$ cat src/design/eir_pkg.sv
// shared types and codes for the ellipse rasterizer
// used by the controller, the datapath, the top level and the checker
package eir_pkg;

   localparam logic MODE_LOAD = 1'b0;
   localparam logic MODE_STEP = 1'b1;

   typedef enum logic [2:0] {
      ST_IDLE,
      ST_LOAD_MUL,
      ST_LOAD_SCALE,
      ST_LOAD_ACC,
      ST_STEP_UPD,
      ST_STEP_OUT
   } eir_state_type;

   typedef struct packed {
      logic capture;   // take corners, sort, derive width and height
      logic mul;       // square width and height
      logic scale;     // form error increments and step sizes
      logic init_acc;  // form the error accumulator, start the ellipse
      logic step_upd;  // snapshot pixel, move coordinates and increments
      logic emit;      // fold increments into accumulator, load result
   } eir_cmd_type;

   typedef struct packed {
      logic busy;
      logic out_free;
   } eir_status_type;

endpackage

$ cat src/design/eir_ctrl.sv
// controller state machine of the ellipse rasterizer
// depends on eir_pkg; drives commands into eir_datapath
module eir_ctrl (
   input  logic                    clock,
   input  logic                    reset,
   input  logic                    req_valid,
   input  logic                    req_mode,
   output logic                    req_stall,
   input  eir_pkg::eir_status_type status,
   output eir_pkg::eir_cmd_type    cmd
);

   eir_pkg::eir_state_type state_ff, state_in;

   always_ff @(posedge clock) begin
      if (reset) begin
         state_ff <= eir_pkg::ST_IDLE;
      end else begin
         state_ff <= state_in;
      end
   end

   always_comb begin
      state_in  = state_ff;
      cmd       = '0;
      req_stall = 1'b1;
      unique case (state_ff)
         eir_pkg::ST_IDLE: begin
            req_stall = 1'b0;
            if (req_valid) begin
               if (req_mode == eir_pkg::MODE_LOAD) begin
                  cmd.capture = 1'b1;
                  state_in    = eir_pkg::ST_LOAD_MUL;
               end else if (status.busy) begin
                  state_in = eir_pkg::ST_STEP_UPD;
               end
            end
         end
         eir_pkg::ST_LOAD_MUL: begin
            cmd.mul  = 1'b1;
            state_in = eir_pkg::ST_LOAD_SCALE;
         end
         eir_pkg::ST_LOAD_SCALE: begin
            cmd.scale = 1'b1;
            state_in  = eir_pkg::ST_LOAD_ACC;
         end
         eir_pkg::ST_LOAD_ACC: begin
            cmd.init_acc = 1'b1;
            state_in     = eir_pkg::ST_IDLE;
         end
         eir_pkg::ST_STEP_UPD: begin
            cmd.step_upd = 1'b1;
            state_in     = eir_pkg::ST_STEP_OUT;
         end
         eir_pkg::ST_STEP_OUT: begin
            // hold here until the result register can take the pixel set
            if (status.out_free) begin
               cmd.emit = 1'b1;
               state_in = eir_pkg::ST_IDLE;
            end
         end
         default: begin
            state_in = eir_pkg::ST_IDLE;
         end
      endcase
   end

endmodule

$ cat src/design/eir_datapath.sv
// datapath of the ellipse rasterizer: setup multiplies, error terms,
// coordinates and the result register; depends on eir_pkg
module eir_datapath #(
   parameter int COORD_BITS = 12
) (
   input  logic                          clock,
   input  logic                          reset,
   input  eir_pkg::eir_cmd_type          cmd,
   output eir_pkg::eir_status_type       status,
   input  logic [COORD_BITS-1:0]         req_corner_a_x,
   input  logic [COORD_BITS-1:0]         req_corner_a_y,
   input  logic [COORD_BITS-1:0]         req_corner_b_x,
   input  logic [COORD_BITS-1:0]         req_corner_b_y,
   output logic                          rsp_valid,
   input  logic                          rsp_stall,
   output logic signed [COORD_BITS+1:0]  rsp_left_x,
   output logic signed [COORD_BITS+1:0]  rsp_right_x,
   output logic signed [COORD_BITS+1:0]  rsp_lower_row_y,
   output logic signed [COORD_BITS+1:0]  rsp_upper_row_y,
   output logic                          rsp_in_tip,
   output logic                          rsp_final_step
);

   localparam int CB = COORD_BITS;
   localparam int OB = CB + 2;       // coordinate width
   localparam int MB = 2 * CB;       // square width
   localparam int PB = 3 * CB + 2;   // (1 - w) * h * h
   localparam int SB = 2 * CB + 3;   // 8 * square
   localparam int EB = 4 * CB + 4;   // error term width

   // control state
   logic busy_ff, busy_in;
   logic tip_ff, tip_in;
   logic rsp_valid_ff, rsp_valid_in;

   // ellipse state
   logic signed [OB-1:0] cur_left_ff, cur_left_in;
   logic signed [OB-1:0] cur_right_ff, cur_right_in;
   logic signed [OB-1:0] cur_row_down_ff, cur_row_down_in;
   logic signed [OB-1:0] cur_row_up_ff, cur_row_up_in;
   logic [CB-1:0]        w_ff, w_in;
   logic [CB-1:0]        h_ff, h_in;
   logic [MB-1:0]        hh_ff, hh_in;
   logic [MB-1:0]        ww_ff, ww_in;
   logic signed [EB-1:0] x_err_ff, x_err_in;
   logic signed [EB-1:0] y_err_ff, y_err_in;
   logic signed [EB-1:0] acc_ff, acc_in;
   logic [SB-1:0]        x_step_ff, x_step_in;
   logic [SB-1:0]        y_step_ff, y_step_in;
   logic                 cx_ff, cx_in;
   logic                 cy_ff, cy_in;

   // pixel snapshot taken before the step moves the coordinates
   logic signed [OB-1:0] pix_left_ff, pix_left_in;
   logic signed [OB-1:0] pix_right_ff, pix_right_in;
   logic signed [OB-1:0] pix_down_ff, pix_down_in;
   logic signed [OB-1:0] pix_up_ff, pix_up_in;
   logic                 pix_tip_ff, pix_tip_in;

   // result register
   logic signed [OB-1:0] out_left_ff, out_left_in;
   logic signed [OB-1:0] out_right_ff, out_right_in;
   logic signed [OB-1:0] out_down_ff, out_down_in;
   logic signed [OB-1:0] out_up_ff, out_up_in;
   logic                 out_tip_ff, out_tip_in;
   logic                 out_final_ff, out_final_in;

   // corner sorting
   logic                 ax_lt_bx, ay_lt_by;
   logic [CB-1:0]        lo_x, lo_y, w_cap, h_cap, half_h;
   logic signed [OB-1:0] cap_down;

   // setup arithmetic
   logic signed [CB:0]   one_minus_w;
   logic signed [PB-1:0] prod;
   logic signed [EB-1:0] odd_ww;

   // step arithmetic
   logic signed [EB:0]   e2, x_err_ext, y_err_ext;
   logic                 step_cx, step_cy;
   logic signed [OB:0]   span, h_ext;
   logic                 span_short, cols_open;

   assign ax_lt_bx = req_corner_a_x < req_corner_b_x;
   assign ay_lt_by = req_corner_a_y < req_corner_b_y;
   assign lo_x     = ax_lt_bx ? req_corner_a_x : req_corner_b_x;
   assign lo_y     = ay_lt_by ? req_corner_a_y : req_corner_b_y;
   assign w_cap    = ax_lt_bx ? req_corner_b_x - req_corner_a_x
                              : req_corner_a_x - req_corner_b_x;
   assign h_cap    = ay_lt_by ? req_corner_b_y - req_corner_a_y
                              : req_corner_a_y - req_corner_b_y;
   assign half_h   = CB'(({1'b0, h_cap} + (CB+1)'(1)) >> 1);
   assign cap_down = OB'(lo_y) + OB'(half_h);

   assign one_minus_w = (CB+1)'(1) - (CB+1)'(w_ff);
   assign prod        = one_minus_w * $signed({1'b0, hh_ff});
   assign odd_ww      = h_ff[0] ? EB'(ww_ff) : '0;

   assign e2        = {acc_ff, 1'b0};
   assign x_err_ext = (EB+1)'(x_err_ff);
   assign y_err_ext = (EB+1)'(y_err_ff);
   assign step_cx   = e2 >= x_err_ext;
   assign step_cy   = e2 <= y_err_ext;

   assign span       = (OB+1)'(cur_row_down_ff) - (OB+1)'(cur_row_up_ff);
   assign h_ext      = (OB+1)'(h_ff);
   assign span_short = span < h_ext;
   assign cols_open  = cur_left_ff <= cur_right_ff;

   always_comb begin
      busy_in         = busy_ff;
      tip_in          = tip_ff;
      cur_left_in     = cur_left_ff;
      cur_right_in    = cur_right_ff;
      cur_row_down_in = cur_row_down_ff;
      cur_row_up_in   = cur_row_up_ff;
      w_in            = w_ff;
      h_in            = h_ff;
      hh_in           = hh_ff;
      ww_in           = ww_ff;
      x_err_in        = x_err_ff;
      y_err_in        = y_err_ff;
      acc_in          = acc_ff;
      x_step_in       = x_step_ff;
      y_step_in       = y_step_ff;
      cx_in           = cx_ff;
      cy_in           = cy_ff;
      pix_left_in     = pix_left_ff;
      pix_right_in    = pix_right_ff;
      pix_down_in     = pix_down_ff;
      pix_up_in       = pix_up_ff;
      pix_tip_in      = pix_tip_ff;
      out_left_in     = out_left_ff;
      out_right_in    = out_right_ff;
      out_down_in     = out_down_ff;
      out_up_in       = out_up_ff;
      out_tip_in      = out_tip_ff;
      out_final_in    = out_final_ff;
      rsp_valid_in    = rsp_valid_ff && rsp_stall;

      if (cmd.capture) begin
         cur_left_in     = OB'(lo_x);
         cur_right_in    = OB'(lo_x) + OB'(w_cap);
         cur_row_down_in = cap_down;
         cur_row_up_in   = cap_down - OB'(h_cap[0]);
         w_in            = w_cap;
         h_in            = h_cap;
      end

      if (cmd.mul) begin
         hh_in = MB'(h_ff) * MB'(h_ff);
         ww_in = MB'(w_ff) * MB'(w_ff);
      end

      if (cmd.scale) begin
         x_err_in  = (EB'(prod)) <<< 2;
         y_err_in  = h_ff[0] ? EB'({ww_ff, 3'b000}) : EB'({ww_ff, 2'b00});
         x_step_in = {hh_ff, 3'b000};
         y_step_in = {ww_ff, 3'b000};
      end

      if (cmd.init_acc) begin
         acc_in  = x_err_ff + y_err_ff + odd_ww;
         busy_in = 1'b1;
         tip_in  = 1'b0;
      end

      if (cmd.step_upd) begin
         pix_down_in = cur_row_down_ff;
         pix_up_in   = cur_row_up_ff;
         pix_tip_in  = tip_ff;
         if (tip_ff) begin
            // tip phase: columns sit one beyond the final ones, rows spread
            pix_left_in     = cur_left_ff - OB'(1);
            pix_right_in    = cur_right_ff + OB'(1);
            cur_row_down_in = cur_row_down_ff + OB'(1);
            cur_row_up_in   = cur_row_up_ff - OB'(1);
            cx_in           = 1'b0;
            cy_in           = 1'b0;
         end else begin
            pix_left_in  = cur_left_ff;
            pix_right_in = cur_right_ff;
            cx_in        = step_cx;
            cy_in        = step_cy;
            if (step_cx) begin
               cur_left_in  = cur_left_ff + OB'(1);
               cur_right_in = cur_right_ff - OB'(1);
               x_err_in     = x_err_ff + EB'(x_step_ff);
            end
            if (step_cy) begin
               cur_row_down_in = cur_row_down_ff + OB'(1);
               cur_row_up_in   = cur_row_up_ff - OB'(1);
               y_err_in        = y_err_ff + EB'(y_step_ff);
            end
         end
      end

      if (cmd.emit) begin
         // increments already hold their post-step values here
         acc_in       = acc_ff + (cx_ff ? x_err_ff : '0) + (cy_ff ? y_err_ff : '0);
         out_left_in  = pix_left_ff;
         out_right_in = pix_right_ff;
         out_down_in  = pix_down_ff;
         out_up_in    = pix_up_ff;
         out_tip_in   = pix_tip_ff;
         rsp_valid_in = 1'b1;
         out_final_in = 1'b0;
         if (tip_ff) begin
            if (!span_short) begin
               busy_in      = 1'b0;
               tip_in       = 1'b0;
               out_final_in = 1'b1;
            end
         end else if (!cols_open) begin
            if (span_short) begin
               tip_in = 1'b1;
            end else begin
               busy_in      = 1'b0;
               out_final_in = 1'b1;
            end
         end
      end
   end

   always_ff @(posedge clock) begin
      if (reset) begin
         busy_ff      <= 1'b0;
         tip_ff       <= 1'b0;
         rsp_valid_ff <= 1'b0;
      end else begin
         busy_ff      <= busy_in;
         tip_ff       <= tip_in;
         rsp_valid_ff <= rsp_valid_in;
      end
   end

   always_ff @(posedge clock) begin
      cur_left_ff     <= cur_left_in;
      cur_right_ff    <= cur_right_in;
      cur_row_down_ff <= cur_row_down_in;
      cur_row_up_ff   <= cur_row_up_in;
      w_ff            <= w_in;
      h_ff            <= h_in;
      hh_ff           <= hh_in;
      ww_ff           <= ww_in;
      x_err_ff        <= x_err_in;
      y_err_ff        <= y_err_in;
      acc_ff          <= acc_in;
      x_step_ff       <= x_step_in;
      y_step_ff       <= y_step_in;
      cx_ff           <= cx_in;
      cy_ff           <= cy_in;
      pix_left_ff     <= pix_left_in;
      pix_right_ff    <= pix_right_in;
      pix_down_ff     <= pix_down_in;
      pix_up_ff       <= pix_up_in;
      pix_tip_ff      <= pix_tip_in;
      out_left_ff     <= out_left_in;
      out_right_ff    <= out_right_in;
      out_down_ff     <= out_down_in;
      out_up_ff       <= out_up_in;
      out_tip_ff      <= out_tip_in;
      out_final_ff    <= out_final_in;
   end

   assign status.busy     = busy_ff;
   assign status.out_free = !rsp_valid_ff || !rsp_stall;

   assign rsp_valid       = rsp_valid_ff;
   assign rsp_left_x      = out_left_ff;
   assign rsp_right_x     = out_right_ff;
   assign rsp_lower_row_y = out_down_ff;
   assign rsp_upper_row_y = out_up_ff;
   assign rsp_in_tip      = out_tip_ff;
   assign rsp_final_step  = out_final_ff;

endmodule

$ cat src/design/ellipse_in_rect_rasterizer.sv
// channel   direction  handshake             payload
// req       in         req_valid/req_stall   mode, two rectangle corners
// rsp       out        rsp_valid/rsp_stall   two columns, two rows, tip, last
//
// a load runs through accept, square, scale, accumulator setup
// a step with an ellipse in progress runs through accept, update, result load;
// the result load waits while the result register is full and stalled
// a step with no ellipse in progress is accepted and gives nothing
// reset is synchronous and leaves the block idle with no ellipse in progress
//
// top level of the ellipse rasterizer; depends on eir_pkg, eir_ctrl, eir_datapath
module ellipse_in_rect_rasterizer #(
   parameter int COORD_BITS = 12
) (
   input  logic                          clock,
   input  logic                          reset,
   input  logic                          req_valid,
   output logic                          req_stall,
   input  logic                          req_mode,
   input  logic [COORD_BITS-1:0]         req_corner_a_x,
   input  logic [COORD_BITS-1:0]         req_corner_a_y,
   input  logic [COORD_BITS-1:0]         req_corner_b_x,
   input  logic [COORD_BITS-1:0]         req_corner_b_y,
   output logic                          rsp_valid,
   input  logic                          rsp_stall,
   output logic signed [COORD_BITS+1:0]  rsp_left_x,
   output logic signed [COORD_BITS+1:0]  rsp_right_x,
   output logic signed [COORD_BITS+1:0]  rsp_lower_row_y,
   output logic signed [COORD_BITS+1:0]  rsp_upper_row_y,
   output logic                          rsp_in_tip,
   output logic                          rsp_final_step
);

   eir_pkg::eir_cmd_type    cmd;
   eir_pkg::eir_status_type status;

   eir_ctrl u_ctrl (
      .clock     (clock),
      .reset     (reset),
      .req_valid (req_valid),
      .req_mode  (req_mode),
      .req_stall (req_stall),
      .status    (status),
      .cmd       (cmd)
   );

   eir_datapath #(
      .COORD_BITS (COORD_BITS)
   ) u_datapath (
      .clock           (clock),
      .reset           (reset),
      .cmd             (cmd),
      .status          (status),
      .req_corner_a_x  (req_corner_a_x),
      .req_corner_a_y  (req_corner_a_y),
      .req_corner_b_x  (req_corner_b_x),
      .req_corner_b_y  (req_corner_b_y),
      .rsp_valid       (rsp_valid),
      .rsp_stall       (rsp_stall),
      .rsp_left_x      (rsp_left_x),
      .rsp_right_x     (rsp_right_x),
      .rsp_lower_row_y (rsp_lower_row_y),
      .rsp_upper_row_y (rsp_upper_row_y),
      .rsp_in_tip      (rsp_in_tip),
      .rsp_final_step  (rsp_final_step)
   );

endmodule

$ cat config.mk
export PLATFORM = sky130hd
export DESIGN_NAME = ellipse_in_rect_rasterizer
export DESIGN_NICKNAME = d
export VERILOG_FILES = /design/src/design/eir_pkg.sv /design/src/design/eir_ctrl.sv /design/src/design/eir_datapath.sv /design/src/design/ellipse_in_rect_rasterizer.sv
export SDC_FILE = /design/constraint.sdc
export NUM_CORES = 2
export LEC_CHECK = 0
export ABC_AREA = 1
export BUFFER_PORTS_ARGS = -buffer_cell sky130_fd_sc_hd__clkbuf_2
export CORE_MARGIN = 2
export CORE_UTILIZATION = 40
export CTS_CLUSTER_DIAMETER = 30
export CTS_CLUSTER_SIZE = 25
export DETAILED_ROUTE_END_ITERATION = 8
export SETUP_SLACK_MARGIN = 0.02
export SYNTH_ARGS = -nofsm -noshare
export SYNTH_HDL_FRONTEND = slang
export SYNTH_SLANG_ARGS = --single-unit
$ cat constraint.sdc
create_clock -name clock -period 6.7 [get_ports clock]
set_clock_uncertainty 0.2 [all_clocks]
set_input_delay 1.34 -clock clock [delete_from_list [all_inputs] [get_ports clock]]
set_output_delay 1.34 -clock clock [all_outputs]
set_load 0.005 [all_outputs]
After elaboration in Yosys (flattened, before gate mapping). Cells that the tools add are included.

Memory bits (writable): 0. Memories kept: 0. Output and inout port bits: 60. Latch bits: 0. Word-level logic and storage cells: 142. Bits in read-only memories: 0. Register bits after elaboration: 455. Input port bits: 53.

Multiplexer cells: 66. Bitwise gates (word level): 0. Shift-type cells: 0. Reductions and logical operators: 7. Add/subtract/negate cells: 22. Div/mod/pow operators: 0. Equal/unequal tests: 8. $mul: 3. $lt $le $gt $ge: 6.

Operators by type and width (number): $mux 52 (12); $mux 14 (18); $add 52x52->52 (4); $add 52x27->52 (2); $ge 53x52->1 (1); $le 53x52->1 (1); $mul 12x12->24 (2); $mux 12 (4); $sub 12x12->12 (4); $add 14x2->14 const B (3); $sub 14x2->14 const B (3); $mul 13x25->38 (1); $mux 27 (1); $add 12x12->13 (2); $mux 1 (25); $lt 12x12->1 (2); $mux 24 (1); $lt 15x13->1 (1); $pmux 3 s5 (1); $sub 14x14->15 (1); $le 14x14->1 (1); $sub 14x1->14 (1); $add 12x1->13 const B (1); $sub 1x12->13 const A (1); 12 further kinds (19).

Logic depth before layout (Yosys ltp).
Word-level depth: 9. Gate-level depth with buffers: 37. Gate-level depth less buffers: 36.

Hierarchy. Synthesis repeated with hierarchy kept, for this count alone.

Cell total of the unflattened synthesis: 7908. Area total of the unflattened synthesis: 58020.6 sq um.

Modules (own cells, without submodules): eir_datapath (seq. area each 11881.4 sq um, cells an instance 7867, times used 1, area an instance 57771.7 sq um); eir_ctrl (seq. area each 60.1 sq um, cells an instance 41, times used 1, area an instance 249.0 sq um).

Least setup slack after synthesis. Ideal clock, no wire load.

Path type: flip-flop to flip-flop. From: reg u_datapath.w_ff[2]. To: reg u_datapath.x_err_ff[44]. Cell stages (with the launch flop): 34. Setup time: 0.115 ns. Data required time: 6.385 ns. Setup slack: -0.082 ns. Arrival time: 6.466 ns. Clock period less this slack: 6.782 ns. Cells stage by stage: edfxtp_1 -> clkbuf_1 -> inv_1 -> ha_1 -> nand4_1 -> nor2_1 -> nand2_1 -> nor2_1 -> inv_1 -> o31ai_1 -> nand2_1 -> clkbuf_1 -> nor2_1 -> fa_1 -> fa_1 -> fa_1 -> fa_1 -> fa_1 -> ha_1 -> ha_1 -> nand2_1 -> nor2_1 -> inv_1 -> nor3_2 -> nand2_1 -> nand2_1 -> nand3_1 -> nand2_1 -> nand2_1 -> nand3_1 -> buf_4 -> o21ai_0 -> o21ai_0 -> inv_1.

Cells in the longest elaborated chain, start to end: 6.

Ends and longest elaborated chain: from (decl) (RTL line eir_datapath.sv:41) `logic [CB-1:0] w_ff, w_in;`; from (signal assigned) (RTL line eir_datapath.sv:242) `w_ff <= w_in;`; $sub 1x12->13 (*) (RTL line eir_datapath.sv:95) `assign one_minus_w = (CB+1)'(1) - (CB+1)'(w_ff);`; $mul 13x25->38 (*) (RTL line eir_datapath.sv:96) `assign prod = one_minus_w * $signed({1'b0, hh_ff});`; $mux 52 (*) (RTL line eir_datapath.sv:155) `if (cmd.scale) begin`; $mux 52 (RTL line eir_datapath.sv:185) `if (step_cx) begin`; $mux 52 (RTL line eir_datapath.sv:172) `if (tip_ff) begin`; $mux 52 (*) (RTL line eir_datapath.sv:168) `if (cmd.step_upd) begin`; named net u_datapath.x_err_in[44] (RTL line eir_datapath.sv:45) `logic signed [EB-1:0] x_err_ff, x_err_in;`; to (signal assigned) (RTL line eir_datapath.sv:246) `x_err_ff <= x_err_in;`; to (decl) (RTL line eir_datapath.sv:45).

Mark *: on every way through the listed nets, which the timed path passes. The rest lies on a longest branch. A chain may end at the register's enable or synchronous reset.

Worst setup path after layout.
From: reg u_datapath.w_ff[2]. To: reg u_datapath.x_err_ff[47].

Same word-level chain as after synthesis.

==> metrics.txt <==
FF-to-FF path depth 33; cts bufs inserted 119; number of global-route vias before repair around 54000; max-slew violations 0; largest net degree at the start of global routing 79; status finished, violations left; clock period minus worst slack 6750 ps; main combinational cell family by area after synthesis adder cells; share of cells above drive strength 1 a little under an eighth; Site Rows 139; most common cell after layout, fill and taps aside nand2_1; multiplexer area fraction after synthesis 0.0346%; Max Cap Viol 0; worst hold margin 206 ps; Setup WS post-layout -49.8 ps; area of the core ~0.14 mm2; post-synthesis cell count 7867; H-tree depth 3; Main synth FF type edfxtp_1; synthesized area per cell ~7.4 um2; DRC 0; Area Overhead vs Synth 17.0%; port buffer count approximately 110; GR Layer Usage met3 under 10%; synthesized cell area approximately 0.058 mm2; Yosys reg bits 451; GRT Residual Overflow 0; Synth Area in Compound Gates a little under an eighth; Req. time, crit path around 7200 ps; critical path's most frequent cell inv_2; Startpoint Class flop; simple-gate share of the synthesized area ~22%; Finished Layout Cells about 10000; clk_lat worst skew ~760 ps; slew of the pin with the lowest slew margin between 1000 and 1500 ps; Max transition margin 23.0%; post-synthesis adder-cell area fraction a little over 30%; Yosys warnings 0; crit path kind reg2reg; nets@finish between 9000 and 10000; clk buf depth 3; violated checks negative setup slack; xor and xnor area share after synthesis roughly 4%; via total after detailed routing ~53000; I/O pin cnt ~110; CTS root buf clkbuf_16; Initial DRC Count a little over 4000; asr flop ratio synth 0%; count of cell types in the netlist 66; wire per inst 20.8 um; Post-DP HPWL about 180000 um; Hold Vio Cnt, Final 0; Die W between 300 and 400 um; gr busiest metal met2; Clock transition at path regs approximately 50 ps; Routed WL about 210000 um; register area share after synthesis 20.6%; crit path DAT ~7200 ps; CP Capture Type flop; hold depth 0; hold_buf cts 0; most frequent cells in the layout 1849 x nand2_1, 1431 x inv_1, 595 x ha_1, 554 x nor2_1, 456 x fa_1; RSZ-0062 raised after global routing yes; die height 385 um; final setup vio count 12; CP max stage cell fa_2; TritonCTS Sinks ~450; initial antenna violation count 15; Vias/cell between 5 and 6; antenna viol nets, final 0; Max Fanout on Critical Path 7; Pre-antenna DRT Iters 6; CTS tree built; total track usage 28.5%; DP Cell Count just under 10000; number of synthesized flops with an enable pin 291; initial core utilization approximately two fifths; Period Utilization, post-route 101%; die area between 0.1 and 0.15 mm2; first-pass GRT wire length roughly 320000 um; Peak Freq 148 MHz; grt met1 use 36.6%; Crit path largest cell delay 580 ps; GRT met2 Usage roughly 48%; RePlAce Congestion ~1.1; setup TNS -383 ps; Hold WC Path Type reg2reg
-- per-layer routing --
| metal | part of all wire [%] | routed length (um) |
|---|---|---|
| met5 | 0.028 | 59 |
| met4 | 5.0 | 10600 |
| met3 | 6.0 | 12800 |
| met2 | 47 | 99400 |
| met1 | 42 | 89700 |
-- layout make-up --
type / count / area (um2)
Antenna cell: 4 / 10.0
Clock inverter: 87 / 1040
Multi-Input combinational cell: 5768 / 41000
Inverter: 1474 / 5540
Tap cell: 1903 / 2380
Clock buffer: 140 / 3120
Fill cell: 14500 / 75900
Timing Repair Buffer: 374 / 2730
Sequential cell: 451 / 11900
-- critical path: cells and delay by family, from the launching register on --
| family | cells | cell delay [ps] |
|---|---|---|
| and+or+nand+nor | 9 | 1020 |
| buffers and inverters | 9 | 790 |
| DFF | 1 | 430 |
| adders and majority gates | 8 | 3090 |
| AOI/OAI and AO/OA | 7 | 1150 |
-- what timing repair did --
| action | 4_1_cts | 5_1_grt |
|---|---|---|
| setup endpoints to repair | 38 | 39 |
| setup buffers | 8 | 18 |
| gates resized for setup | 62 | 304 |
| gates cloned | 0 | 2 |
| pin swaps | 20 | 166 |
-- cell usage after synthesis (all sizes together), types with 8 or more instances --
cell type	n	share of area (%)
a31oi	34	0.37
nand3b	14	0.18
nand4	71	0.77
o21bai	44	0.57
a211oi	8	0.11
fa	478	17
clkbuf	129	0.84
nor4	27	0.35
o21ai	554	4.8
dfxtp	160	5.5
inv	1470	9.5
or2	30	0.32
a21o	46	0.60
edfxtp	291	15
ha	634	14
a21boi	22	0.30
a21oi	470	4.1
nor3	112	1.0
buf	52	0.58
o21a	16	0.21
nand3	325	2.9
xor2	186	2.8
nand2	1919	13
nor2	620	4.1
xnor2	72	1.1
o211ai	34	0.45
-- sequential cells by signal, indices dropped and copies added (netlist names), 3 cells and up --
register,cells
u_ctrl.state_ff,3
u_datapath.acc_ff,52
u_datapath.rsp_right_x,14
u_datapath.ww_ff,23
u_datapath.pix_right_ff,14
u_datapath.h_ff,12
u_datapath.rsp_upper_row_y,14
u_datapath.pix_up_ff,14
u_datapath.x_err_ff,52
u_datapath.cur_row_down_ff,14
u_datapath.y_err_ff,52
u_datapath.w_ff,12
u_datapath.hh_ff,23
u_datapath.pix_left_ff,14
u_datapath.x_step_ff,23
u_datapath.pix_down_ff,14
u_datapath.cur_right_ff,14
u_datapath.cur_row_up_ff,14
u_datapath.rsp_lower_row_y,14
u_datapath.rsp_left_x,14
u_datapath.cur_left_ff,14
u_datapath.y_step_ff,23
-- cell families (layout without fill, tap and decap cells) --
family / after synthesis / in the layout
AO/OA/AOI/OAI: 1258 / 1258
XOR/XNOR: 258 / 258
adder cells (fa/ha/maj): 1112 / 1112
buffers and inverters: 1655 / 2075
flip-flops: 451 / 451
multiplexers: 2 / 2
other: 2 / 13
AND/OR/NAND/NOR: 3129 / 3129
-- final timing paths --
path / slack [ps] / to / startpoint
worst max-delay path: -50 / u_datapath.x_err_ff[47] / u_datapath.w_ff[2]
worst min-delay path: 210 / u_datapath.rsp_left_x[6] / u_datapath.pix_left_ff[6]
worst max register to register: -50 / u_datapath.x_err_ff[47] / u_datapath.w_ff[2]
worst min register to register: 210 / u_datapath.rsp_left_x[6] / u_datapath.pix_left_ff[6]
-- stage by stage --
step / cell area [um2] / utilization [%] / setup WS [ps]
2_1_floorplan: 58000 / - / 27.9
3_3_place_gp: 62000 / 43.2 / -308
3_5_place_dp: 62000 / 43.2 / -313
4_1_cts: 66500 / 46.3 / 7.32
5_1_grt: 67800 / 47.2 / -325
6_report: 67800 / 47.2 / -49.8
Power is not shown: default switching activity piles up to over one toggle a cycle in this logic, so the estimate is an artifact.
